[src/rtl/srng_pkg.sv]
// ----------------------------------------------------------------------------
// Subtractive lagged generator package
// Shared constants, the controller state type, the table access request and
// the modular subtract used by the table build and by every draw.
// ----------------------------------------------------------------------------
package srng_pkg;

  localparam int unsigned ValueW  = 30;
  localparam int unsigned SeedW   = 31;
  localparam int unsigned AddrW   = 6;
  localparam int unsigned Entries = 56;

  localparam logic [ValueW-1:0] Modulus     = 30'd990000000;
  localparam logic [SeedW-1:0]  ModulusWide = 31'd990000000;
  localparam logic [SeedW-1:0]  SeedBase    = 31'd161803398;
  localparam logic [AddrW-1:0]  Stride      = 6'd21;
  localparam logic [AddrW-1:0]  TableLen    = 6'd55;
  localparam logic [AddrW-1:0]  LagOffset   = 6'd31;
  localparam logic [AddrW-1:0]  WrapPoint   = 6'd56;
  localparam logic [AddrW-1:0]  SpreadLast  = 6'd54;
  localparam logic [AddrW-1:0]  PartnerEdge = 6'd24;
  localparam logic [1:0]        LastPass    = 2'd3;

  typedef enum logic [2:0] {
    S_IDLE,
    S_SEED,
    S_REDUCE,
    S_SPREAD,
    S_WARM_RD,
    S_WARM_WR,
    S_DRAW_RD,
    S_DRAW_WR
  } state_t;

  typedef struct packed {
    logic              we;
    logic [AddrW-1:0]  waddr;
    logic [ValueW-1:0] wdata;
    logic [AddrW-1:0]  raddr_a;
    logic [AddrW-1:0]  raddr_b;
  } mem_req_t;

  // (a - b) mod Modulus for operands already below the modulus.
  function automatic logic [ValueW-1:0] sub_mod(input logic [ValueW-1:0] a,
                                                input logic [ValueW-1:0] b);
    logic [ValueW:0] sum;
    begin
      sum = {1'b0, a} + {1'b0, Modulus} - {1'b0, b};
      if (a >= b) begin
        sub_mod = a - b;
      end else begin
        sub_mod = sum[ValueW-1:0];
      end
    end
  endfunction

  function automatic logic [AddrW-1:0] advance(input logic [AddrW-1:0] p);
    logic [AddrW-1:0] q;
    begin
      q = p + 6'd1;
      if (q >= WrapPoint) begin
        advance = 6'd1;
      end else begin
        advance = q;
      end
    end
  endfunction

endpackage

[src/rtl/subtractive_lagged_rng_core.sv]
// ----------------------------------------------------------------------------
// Subtractive lagged random generator core
// A plain draw passes the read and write-back states before random_value is
// registered; the write-back waits while the output register is full, and no
// new draw is taken until the sequencer is back in idle. A build (reseed, or
// first draw after reset) runs the seed and reduce states, 54 spread writes and
// four warm-up passes of 55 read and write-back steps each before that draw.
// Reset: synchronous; seed becomes 1, the table is marked unbuilt.
// ----------------------------------------------------------------------------
//
// Each draw asks for one value of the subtractive generator. The 55 entry
// lag table lives in a synchronous memory with two registered read ports and
// one write port. A draw reads the entries at both advanced pointers, then
// writes their modular difference back at the first pointer in the write-back
// state, so accesses to one entry never overlap and no forwarding is needed.
// The table is built lazily: the first transaction after reset, and any
// transaction with reseed set, rebuilds it from the seed register first.
// The memory contents are not cleared by reset because the build writes
// every entry before any read.
//
// The result sits in an output register, so the core can accept the next
// transaction while a finished value still waits for the downstream side.
// The seed register may be written at any time the core is idle; it only
// takes effect at the next build.
module subtractive_lagged_rng_core (
  input  logic                          clk,
  input  logic                          rst,
  input  logic                          cfg_valid,
  output logic                          cfg_ready,
  input  logic [srng_pkg::SeedW-1:0]    seed_magnitude,
  input  logic                          in_valid,
  output logic                          in_ready,
  input  logic                          reseed,
  output logic                          out_valid,
  input  logic                          out_ready,
  output logic [srng_pkg::ValueW-1:0]   random_value
);

  logic [srng_pkg::SeedW-1:0]  seed_value;
  srng_pkg::mem_req_t          req;
  logic [srng_pkg::ValueW-1:0] rdata_a;
  logic [srng_pkg::ValueW-1:0] rdata_b;
  logic                        idle;
  logic                        out_free;
  logic                        result_load;
  logic [srng_pkg::ValueW-1:0] result_value;

  // The seed register always takes a configuration transaction.
  assign cfg_ready = 1'b1;

  always_ff @(posedge clk) begin
    if (rst) begin
      seed_value <= 31'd1;
    end else if (cfg_valid) begin
      seed_value <= seed_magnitude;
    end
  end

  // An input transaction is taken whenever the sequencer is idle.
  assign in_ready = idle;

  // The output register is free when empty or being emptied this cycle.
  assign out_free = !out_valid || out_ready;

  srng_lag_mem u_mem (
    .clk     (clk),
    .req     (req),
    .rdata_a (rdata_a),
    .rdata_b (rdata_b)
  );

  srng_ctrl u_ctrl (
    .clk          (clk),
    .rst          (rst),
    .start        (in_valid),
    .reseed       (reseed),
    .seed_value   (seed_value),
    .out_free     (out_free),
    .rdata_a      (rdata_a),
    .rdata_b      (rdata_b),
    .idle         (idle),
    .req          (req),
    .result_load  (result_load),
    .result_value (result_value)
  );

  // Output register: valid is control state, the value is plain payload.
  always_ff @(posedge clk) begin
    if (rst) begin
      out_valid <= 1'b0;
    end else if (result_load) begin
      out_valid <= 1'b1;
    end else if (out_ready) begin
      out_valid <= 1'b0;
    end
  end

  always_ff @(posedge clk) begin
    if (result_load) begin
      random_value <= result_value;
    end
  end

endmodule

[src/rtl/srng_lag_mem.sv]
// ----------------------------------------------------------------------------
// Lag table memory
// Synchronous memory with one write port and two read ports; read data is
// registered, so it appears in the cycle after the address.
// ----------------------------------------------------------------------------
module srng_lag_mem (
  input  logic                          clk,
  input  srng_pkg::mem_req_t            req,
  output logic [srng_pkg::ValueW-1:0]   rdata_a,
  output logic [srng_pkg::ValueW-1:0]   rdata_b
);

  logic [srng_pkg::ValueW-1:0] mem [srng_pkg::Entries];

  always_ff @(posedge clk) begin
    if (req.we) begin
      mem[req.waddr] <= req.wdata;
    end
  end

  always_ff @(posedge clk) begin
    rdata_a <= mem[req.raddr_a];
    rdata_b <= mem[req.raddr_b];
  end

endmodule

[src/rtl/srng_ctrl.sv]
// ----------------------------------------------------------------------------
// Generator sequencer
// Builds the lag table from the seed, warms it in four passes and performs
// draws by read, subtract and write-back through the lag table memory.
// ----------------------------------------------------------------------------
module srng_ctrl (
  input  logic                          clk,
  input  logic                          rst,
  input  logic                          start,
  input  logic                          reseed,
  input  logic [srng_pkg::SeedW-1:0]    seed_value,
  input  logic                          out_free,
  input  logic [srng_pkg::ValueW-1:0]   rdata_a,
  input  logic [srng_pkg::ValueW-1:0]   rdata_b,
  output logic                          idle,
  output srng_pkg::mem_req_t            req,
  output logic                          result_load,
  output logic [srng_pkg::ValueW-1:0]   result_value
);

  srng_pkg::state_t state, state_next;

  logic                          table_ready;
  logic [srng_pkg::AddrW-1:0]    first_ptr;
  logic [srng_pkg::AddrW-1:0]    second_ptr;
  logic [srng_pkg::SeedW-1:0]    start_val;
  logic [srng_pkg::ValueW-1:0]   chain_prev;
  logic [srng_pkg::ValueW-1:0]   chain_next;
  logic [srng_pkg::AddrW-1:0]    slot;
  logic [srng_pkg::AddrW-1:0]    count;
  logic [srng_pkg::AddrW-1:0]    idx;
  logic [1:0]                    pass;

  logic [srng_pkg::AddrW-1:0]    partner;
  logic [srng_pkg::AddrW:0]      slot_sum;
  logic [srng_pkg::AddrW-1:0]    draw_a;
  logic [srng_pkg::AddrW-1:0]    draw_b;
  logic [srng_pkg::ValueW-1:0]   diff_val;

  assign diff_val = srng_pkg::sub_mod(rdata_a, rdata_b);
  assign draw_a   = srng_pkg::advance(first_ptr);
  assign draw_b   = srng_pkg::advance(second_ptr);
  assign slot_sum = {1'b0, slot} + {1'b0, srng_pkg::Stride};

  // Warm-up partner of entry i is 1 + ((i + 30) mod 55).
  always_comb begin
    if (idx <= srng_pkg::PartnerEdge) begin
      partner = idx + srng_pkg::LagOffset;
    end else begin
      partner = idx - srng_pkg::PartnerEdge;
    end
  end

  always_ff @(posedge clk) begin
    if (rst) begin
      state <= srng_pkg::S_IDLE;
    end else begin
      state <= state_next;
    end
  end

  always_comb begin
    state_next   = state;
    idle         = 1'b0;
    result_load  = 1'b0;
    result_value = diff_val;
    req.we       = 1'b0;
    req.waddr    = idx;
    req.wdata    = diff_val;
    req.raddr_a  = idx;
    req.raddr_b  = partner;
    case (state)
      srng_pkg::S_IDLE: begin
        idle = 1'b1;
        if (start) begin
          if (reseed || !table_ready) begin
            state_next = srng_pkg::S_SEED;
          end else begin
            state_next = srng_pkg::S_DRAW_RD;
          end
        end
      end
      srng_pkg::S_SEED: begin
        state_next = srng_pkg::S_REDUCE;
      end
      srng_pkg::S_REDUCE: begin
        if (start_val < srng_pkg::ModulusWide) begin
          req.we     = 1'b1;
          req.waddr  = srng_pkg::TableLen;
          req.wdata  = start_val[srng_pkg::ValueW-1:0];
          state_next = srng_pkg::S_SPREAD;
        end
      end
      srng_pkg::S_SPREAD: begin
        req.we    = 1'b1;
        req.waddr = slot;
        req.wdata = chain_next;
        if (count == srng_pkg::SpreadLast) begin
          state_next = srng_pkg::S_WARM_RD;
        end
      end
      srng_pkg::S_WARM_RD: begin
        state_next = srng_pkg::S_WARM_WR;
      end
      srng_pkg::S_WARM_WR: begin
        req.we = 1'b1;
        if (idx == srng_pkg::TableLen && pass == srng_pkg::LastPass) begin
          state_next = srng_pkg::S_DRAW_RD;
        end else begin
          state_next = srng_pkg::S_WARM_RD;
        end
      end
      srng_pkg::S_DRAW_RD: begin
        req.raddr_a = draw_a;
        req.raddr_b = draw_b;
        state_next  = srng_pkg::S_DRAW_WR;
      end
      srng_pkg::S_DRAW_WR: begin
        // Keep reading the draw entries so the operands hold while stalled.
        req.raddr_a = first_ptr;
        req.raddr_b = second_ptr;
        req.waddr   = first_ptr;
        if (out_free) begin
          req.we      = 1'b1;
          result_load = 1'b1;
          state_next  = srng_pkg::S_IDLE;
        end
      end
      default: begin
        state_next = srng_pkg::S_IDLE;
      end
    endcase
  end

  // Control state that must be known after reset.
  always_ff @(posedge clk) begin
    if (rst) begin
      table_ready <= 1'b0;
      first_ptr   <= '0;
      second_ptr  <= srng_pkg::LagOffset;
    end else begin
      case (state)
        srng_pkg::S_WARM_WR: begin
          if (idx == srng_pkg::TableLen && pass == srng_pkg::LastPass) begin
            table_ready <= 1'b1;
            first_ptr   <= '0;
            second_ptr  <= srng_pkg::LagOffset;
          end
        end
        srng_pkg::S_DRAW_RD: begin
          first_ptr  <= draw_a;
          second_ptr <= draw_b;
        end
        default: begin
        end
      endcase
    end
  end

  // Build datapath; these registers are always loaded before they are used.
  always_ff @(posedge clk) begin
    case (state)
      srng_pkg::S_SEED: begin
        if (seed_value >= srng_pkg::SeedBase) begin
          start_val <= seed_value - srng_pkg::SeedBase;
        end else begin
          start_val <= srng_pkg::SeedBase - seed_value;
        end
      end
      srng_pkg::S_REDUCE: begin
        if (start_val >= srng_pkg::ModulusWide) begin
          start_val <= start_val - srng_pkg::ModulusWide;
        end else begin
          chain_prev <= start_val[srng_pkg::ValueW-1:0];
          chain_next <= {{(srng_pkg::ValueW-1){1'b0}}, 1'b1};
          slot       <= srng_pkg::Stride;
          count      <= 6'd1;
        end
      end
      srng_pkg::S_SPREAD: begin
        chain_next <= srng_pkg::sub_mod(chain_prev, chain_next);
        chain_prev <= chain_next;
        if (slot_sum >= {1'b0, srng_pkg::TableLen}) begin
          slot <= slot_sum[srng_pkg::AddrW-1:0] - srng_pkg::TableLen;
        end else begin
          slot <= slot_sum[srng_pkg::AddrW-1:0];
        end
        count <= count + 6'd1;
        idx   <= 6'd1;
        pass  <= 2'd0;
      end
      srng_pkg::S_WARM_WR: begin
        if (idx == srng_pkg::TableLen) begin
          idx  <= 6'd1;
          pass <= pass + 2'd1;
        end else begin
          idx <= idx + 6'd1;
        end
      end
      default: begin
      end
    endcase
  end

  // A table write never lands on the unused entry zero or beyond entry 55.
  a_write_range: assert property (@(posedge clk) disable iff (rst)
    req.we |-> (req.waddr != 6'd0 && req.waddr <= srng_pkg::TableLen))
    else $error("lag table write outside entries 1..55");

  // The two pointers keep a lag of 31 modulo 55.
  a_ptr_lag: assert property (@(posedge clk) disable iff (rst)
    (second_ptr == first_ptr + srng_pkg::LagOffset) ||
    (first_ptr == second_ptr + srng_pkg::PartnerEdge))
    else $error("pointer lag lost");

  // A draw only completes into a free output register.
  a_load_free: assert property (@(posedge clk) disable iff (rst)
    result_load |-> out_free)
    else $error("result loaded into an occupied output register");

  // A draw always follows a built table.
  a_draw_ready: assert property (@(posedge clk) disable iff (rst)
    (state == srng_pkg::S_DRAW_WR) |-> table_ready)
    else $error("draw from an unbuilt table");

endmodule
[config.mk]
export PLATFORM = sky130hd
export DESIGN_NAME = subtractive_lagged_rng_core
export DESIGN_NICKNAME = d
export VERILOG_FILES = /design/src/rtl/srng_pkg.sv /design/src/rtl/subtractive_lagged_rng_core.sv /design/src/rtl/srng_lag_mem.sv /design/src/rtl/srng_ctrl.sv
export SDC_FILE = /design/constraint.sdc
export NUM_CORES = 2
export LEC_CHECK = 0
export ABC_AREA = 0
export BUFFER_PORTS_ARGS = -buffer_cell sky130_fd_sc_hd__buf_2
export CORE_ASPECT_RATIO = 0.7
export CORE_UTILIZATION = 45
export CTS_CLUSTER_DIAMETER = 50
export DETAILED_ROUTE_END_ITERATION = 10
export SETUP_SLACK_MARGIN = 0.5
export SLEW_MARGIN = 20
export SYNTH_ARGS = -nofsm -noshare
export SYNTH_HDL_FRONTEND = slang
export SYNTH_SLANG_ARGS = --single-unit
export TNS_END_PERCENT = 20
[constraint.sdc]
create_clock -name clk -period 10.7 [get_ports clk]
set_clock_uncertainty 0.1 [all_clocks]
set_input_delay 2.14 -clock clk [delete_from_list [all_inputs] [get_ports clk]]
set_output_delay 2.14 -clock clk [all_outputs]
set_load 0.01 [all_outputs]
# Yosys cells after proc, flatten, opt, wreduce, memory -nomap -nowiden
# Memories as Yosys holds them, arrays and structs flattened. A register that Yosys moved wholly into a read port is not among the register bits.
# Cells that the tools add are included.
word_totals:
  n_memories: 1
  mem_bits_rw: 1680
  out_inout_bits: 33
  inputBits: 37
  register_bits: 189
  elab_cells: 122
op_classes:
  n_addsub: 18
  muxes: 44
  magnitude_cmp: 9
  eq_ne: 18
  n_reduce_logical: 18
mem_list:
  columns: ["name", "depth", "word_bits", "read_ports", "rd_clocked_by_memory_dff", "write_ports", "line_no", "text"]
  rows:
  - ["u_mem.mem", 56, 30, 2, 2, 1, "srng_lag_mem.sv:13", "logic [srng_pkg::ValueW-1:0] mem [srng_pkg::Entries];"]
ops:
  columns: ["cell", "n"]
  rows:
  - ["$pmux W30 S2", 3]
  - ["$mux W30", 4]
  - ["$sub A30 B30 Y30", 4]
  - ["$mux W31", 2]
  - ["$pmux W31 S2", 1]
  - ["$add A30 B30 Y30 const B", 2]
  - ["$ge A30 B30 Y1", 2]
  - ["$pmux W6 S2", 5]
  - ["$mux W6", 9]
  - ["$mux W37", 1]
  - ["$ge A31 B28 Y1 const B", 1]
  - ["$ge A31 B30 Y1 const B", 1]
  - ["$lt A31 B30 Y1 const B", 1]
  - ["$sub A28 B31 Y31 const A", 1]
  - ["$sub A31 B28 Y31 const B", 1]
  - ["$sub A31 B30 Y31 const B", 1]
  - ["$add A6 B1 Y6 const B", 4]
  - ["$pmux W12 S2", 1]
  - ["$pmux W3 S8", 1]
  - ["$pmux W6 S3", 1]
  - ["$mux W3", 5]
  - ["$eq A3 B3 Y1 const B", 4]
  - ["$eq A6 B6 Y1 const B", 2]
  - ["$ge A6 B6 Y1 const B", 2]
  - ["24 further kinds", 48]

# Depth between registers and ports, before layout
logic_depth:
  word_depth: 7
  ltp_mapped: 17
  ltp_nobuf: 16

# Modules after synthesis
# From an unflattened synthesis, not the netlist that was laid out.
unflattened:
  hier_cells: 6033
  hier_area_um2: 96506.3
by_module_without_submodules:
  columns: ["module", "seq_area_each_um2", "cells_each", "n_inst", "area_each_um2"]
  rows:
  - ["srng_lag_mem", 51649.5, 3873, 1, 78499.0]
  - ["srng_ctrl", 3653.5, 2024, 1, 15942.8]
  - ["subtractive_lagged_rng_core", 1541.5, 136, 1, 2064.5]

# Least setup slack after synthesis
# No wires, ideal clock.
synth_timing:
  path_kind: "register -> register"
  start: "register u_ctrl.start_val[7] (netlist bit)"
  end: "register u_ctrl.chain_next[0] (netlist bit), enable pin"
  synth_period_minus_slack_ps: 7986
  path_slack_ps: 2714
  setup_time_ps: 601
  stages_incl_launch_ff: 9
  required_time_ps: 9999
  n_path_buf: 0
  arrival_time_ps: 7284
  path_cell_list: "edfxtp_1 ha_1 a211oi_1 o21ai_1 a2111oi_2 o21bai_1 a21oi_2 nand2_1 o21ai_0"
synth_via:
  elab_chain_len: 3
synth_rtl:
  columns: ["item", "line_no", "text"]
  rows:
  - ["start: declaration", "srng_ctrl.sv:26", "logic [srng_pkg::SeedW-1:0] start_val;"]
  - ["start signal: assignment", "srng_ctrl.sv:165", "start_val <= seed_value - srng_pkg::SeedBase;"]
  - ["start signal: assignment", "srng_ctrl.sv:167", "start_val <= srng_pkg::SeedBase - seed_value;"]
  - ["start signal: assignment", "srng_ctrl.sv:172", "start_val <= start_val - srng_pkg::ModulusWide;"]
  - ["$ge A31 B30 Y1", "srng_ctrl.sv:171", "if (start_val >= srng_pkg::ModulusWide) begin"]
  - ["$ne A2 B2 Y1 (no line)", null, null]
  - ["$reduce_and A2 Y1 (no line)", null, null]
  - ["end signal: assignment", "srng_ctrl.sv:175", "chain_next <= {{(srng_pkg::ValueW-1){1'b0}}, 1'b1};"]
  - ["end signal: assignment", "srng_ctrl.sv:181", "chain_next <= srng_pkg::sub_mod(chain_prev, chain_next);"]
  - ["end: declaration", "srng_ctrl.sv:28", "logic [srng_pkg::ValueW-1:0] chain_next;"]
# No other way between the ends.
# A chain may end at the register's enable or synchronous reset.

# Worst setup path after layout
layout_timing:
  start: "register u_ctrl.state[2]"
  end: "register u_mem.rdata_b[6] (netlist bit), read port of u_mem.mem"
layout_via:
  elab_chain_len: 2
  elab_cells_between_ends: 3
  classes_between: "eq/ne (2); mux (1)"
layout_rtl:
  columns: ["item", "line_no", "text"]
  rows:
  - ["start: declaration", "srng_ctrl.sv:21", "srng_pkg::state_t state, state_next;"]
  - ["start signal: assignment", "srng_ctrl.sv:56", "state <= srng_pkg::S_IDLE;"]
  - ["start signal: assignment", "srng_ctrl.sv:58", "state <= state_next;"]
  - ["$eq A3 B3 Y1", "srng_ctrl.sv:72", "case (state)"]
  - ["$pmux W12 S2 *", "srng_ctrl.sv:72", null]
  - ["end: declaration", "srng_lag_mem.sv:10", "output logic [srng_pkg::ValueW-1:0] rdata_b"]
# Every way passes the cells marked *; elsewhere a longest branch is shown, timed or not.

==> results.md <==
- CTS tree: yes
- Initial Util: 45.3%
- CTS Hold Bufs: 0
- Dpl hpwl: 240000 um
- Hold depth: 2
- Fillcell total: 19900
- WP data required: 11.26 ns
- Post-route ant nets: 0
- Pwr per Cell Area: 412 nW/um^2
- Initial antenna violation count: 29
- P_int: 24.2 mW
- Max Cap Viol: 0
- Placed instance area: 105000 um^2
- Async set-reset flop share out of synthesis: 0%
- Vias per cell: 6.43
- Clock root cell: clkbuf_16
- Crit Path Max Fanout: 111
- RSZ-0062 raised after global routing: no
- Sw Pwr: 21.6 mW
- Yosys warns: 0
- Total vias in the final route: 88800
- Commonest cells in the netlist: nand2_1 (3689), edfxtp_1 (1821), nand3_1 (1617), a21oi_1 (487), nor2_1 (447)
- IO Count: 70
- Setup ws final: 4.18 ns
- Hold Vio Cnt, Final: 0
- Synth cell types: 96
- Standard-cell row count: 145
- R2r setup slk: 4.18 ns
- Syn Inst Count: 10900
- Bufs on Longest Clock Path: 4
- Final Power: 45.8 mW
- Combinational power share: 49.9%
- DRC: 0
- Synthesized area: 101000 um^2
- Clk_lat worst skew: 0.89 ns
- R2R depth: 12
- Sequential Power Share: 34.8%
- Final instance area: 111000 um^2
- Number of buffers created by CTS: 199
- Worst path slowest cell: nor2_1
- Setup total negative slack: 0 ns
- First-pass DRT Iterations: 9
- First-pass GRT wire length: 570000 um
- Die width: 569 um
- Share of layout cells above drive strength 1: 6.90%
- Hold WS: 0.389 ns
- Final setup viols: 0
- Hold Crit Start: u_ctrl.first_ptr[5]
- Status: complete, no violations
- Most used cell, CP: nand2_1
- Worst slack at placement: 4.45 ns
- Critical path class: reg2reg
- Post-CTS resize count: 0
- Die Area: 227000 um^2
- Gpl congestion: 0.966
- R2r endpoint: u_mem.rdata_b[6]
- Reg-to-reg startpoint: u_ctrl.state[2]
- Post-synth top area share: 54.0%
- GRT Total Usage: 34.2%
- Setup crit end kind: flop
- Number of global-route vias before repair: 79700
- VDD IR max: 0.697 mV
- Max incr delay on CP: 0.85 ns
- Most common cell in the netlist: nand2_1
- Slew of the pin with the lowest slew margin: 1.27 ns
- I/O Buffers: 68
- CTS H-tree lvls: 4
- Leakage power: 41.5 nW
- Critical path arrival: 7.08 ns
- Num Clock Sinks: 1929
- Max Fclk: 153 MHz
- Fin crit share: 61.0%
- Slew HR: 14.2%
- Top_reg_cell synth: edfxtp_1
- Max Slew Vio Count: 0
- Pin count of the biggest net entering global routing: 159
- Sw frac: 47.1%
- Yosys top cell by area: edfxtp_1
- Area contributors post-synth: edfxtp_1 (54%), nand2_1 (14%), nand3_1 (8.0%), a21oi_1 (2.4%), dfxtp_1 (2.1%)
- Synthesized net count: 11100
- Hold endpoint: u_ctrl.first_ptr[5]
- DRT Wirelength: 400000 um
- CORE AREA: 223000 um^2
- Synthesized flop and latch total: 1929
- Layout area overhead: 9.68%
- Routed len/inst: 29.0 um
- Post-synth EDFFs: 1821
- Iter 0 DRT Violations: 16300
- Sequential element share of the synthesized area: 56.1%
- Clock network power share: 15.3%
- CTS clk-pin slew, worst paths: 0.06 ns
- Synth Area per Inst: 9.29 um^2
- Overflow after GRT: 0
- Final min period: 6.52 ns
- Fin nets: 10800
- Die Span Y: 399 um
- # Post-CTS Setup Buffers: 0
- Cells along the critical path: nand2_1 > nor2_1 > o211ai_1 > nand2_4 > buf_12 > buf_4 > nand2_1 > nand3_1 > nand2_1 > a221oi_1 > o22ai_1 > a211oi_1
- CP startpoint kind: flop
- Hold WC Path Type: reg2reg
==> per-layer routing <==
layer / up-vias / routed length [um] / GRT usage, %
met1: 42800 / 160000 / 50.5
met5: - / 100 / 0
li1: 37800 / - / -
met3: 1029 / 61500 / 9.76
met4: 14 / 22200 / 16.9
met2: 7122 / 156000 / 45.4
==> metrics by stage <==
step                cells  util, %
floorplan           10900        -
global placement    13400     46.8
detailed placement  13400     46.9
CTS                 13800     49.7
global route        13800     49.7
finish              13800     49.7
==> area by class of cell <==
type / count / area, um^2 / area share [%]
Antenna cell: 13 / 32.5 / 0.0293
Inverter: 216 / 816 / 0.735
Multi-Input combinational cell: 7986 / 41100 / 37.0
Clock inverter: 121 / 1070 / 0.966
Timing Repair Buffer: 280 / 2190 / 1.98
Sequential cell: 1929 / 56800 / 51.2
Clock buffer: 236 / 5250 / 4.73
Tap cell: 3013 / 3770 / 3.39
==> how the worst max path moves through the flow <==
stage,slack [ns],from,end,cells past startpoint
6_report,4.18,u_ctrl.state[2],u_mem.rdata_b[6],12
5_1_grt,3.92,u_ctrl.state[2],u_mem.rdata_b[6],12
4_1_cts,4.37,u_ctrl.state[2],u_mem.rdata_b[6],12
3_5_place_dp,4.45,u_ctrl.state[2],u_mem.rdata_b[6],12
3_3_place_gp,4.27,u_ctrl.state[2],u_mem.rdata_b[10],11
2_1_floorplan,2.71,u_ctrl.start_val[7],u_ctrl.chain_next[0],8
==> worst max-delay path, delay by kind of cell, from the launching register on <==
| kind | cells | cell delay, ns |
|---|---|---|
| AO/OA/AOI/OAI | 4 | 1.78 |
| buffers and inverters | 2 | 1.13 |
| flip-flops | 1 | 0.80 |
| AND/OR/NAND/NOR | 6 | 2.40 |
==> registers in the layout, indices dropped and copies added, names as in the netlist, 30 cells and up <==
signal / flops
u_mem.rdata_a: 30
u_ctrl.start_val: 31
u_mem.mem: 1680
u_ctrl.chain_prev: 30
u_mem.rdata_b: 30
seed_value: 31
random_value: 30
u_ctrl.chain_next: 30
==> cells by family after synthesis <==
| kind of cell | Yosys count | share of synthesized area [%] |
|---|---|---|
| buffers and inverters | 989 | 4.05 |
| other | 1 | 0.00370 |
| xor gates and xnor gates | 167 | 1.44 |
| DFF | 1929 | 56.1 |
| muxes | 92 | 0.916 |
| and+or+nand+nor | 6085 | 25.5 |
| AOI/OAI and AO/OA | 1448 | 9.28 |
| adders and majority gates | 193 | 2.67 |
==> power groups by stage <==
stage / clock network, mW / registers, mW / logic [mW]
2_1_floorplan: 0 / 15.8 / 12.5
3_3_place_gp: 0 / 16.0 / 21.7
3_5_place_dp: 0 / 16.0 / 22.0
4_1_cts: 7.04 / 15.9 / 22.0
5_1_grt: 7.32 / 16.0 / 23.9
6_report: 7.01 / 15.9 / 22.8
==> placed cells by master, fill, tap and decap left out, types with 56 or more instances in the layout <==
cell type,count
o22ai_1,127
a21oi_1,486
buf_2,68
dfxtp_1,108
nor2_4,63
ha_1,155
xnor2_1,102
xor2_1,65
and3_1,76
a21o_1,61
edfxtp_1,1821
inv_1,203
a211oi_1,56
buf_4,191
a31oi_1,126
a311oi_1,56
o21ai_0,172
o221ai_1,60
clkbuf_16,202
nand2_1,3677
nand3_1,1614
nor2_1,383
mux2i_1,87
(Power assumes the default switching activity.)
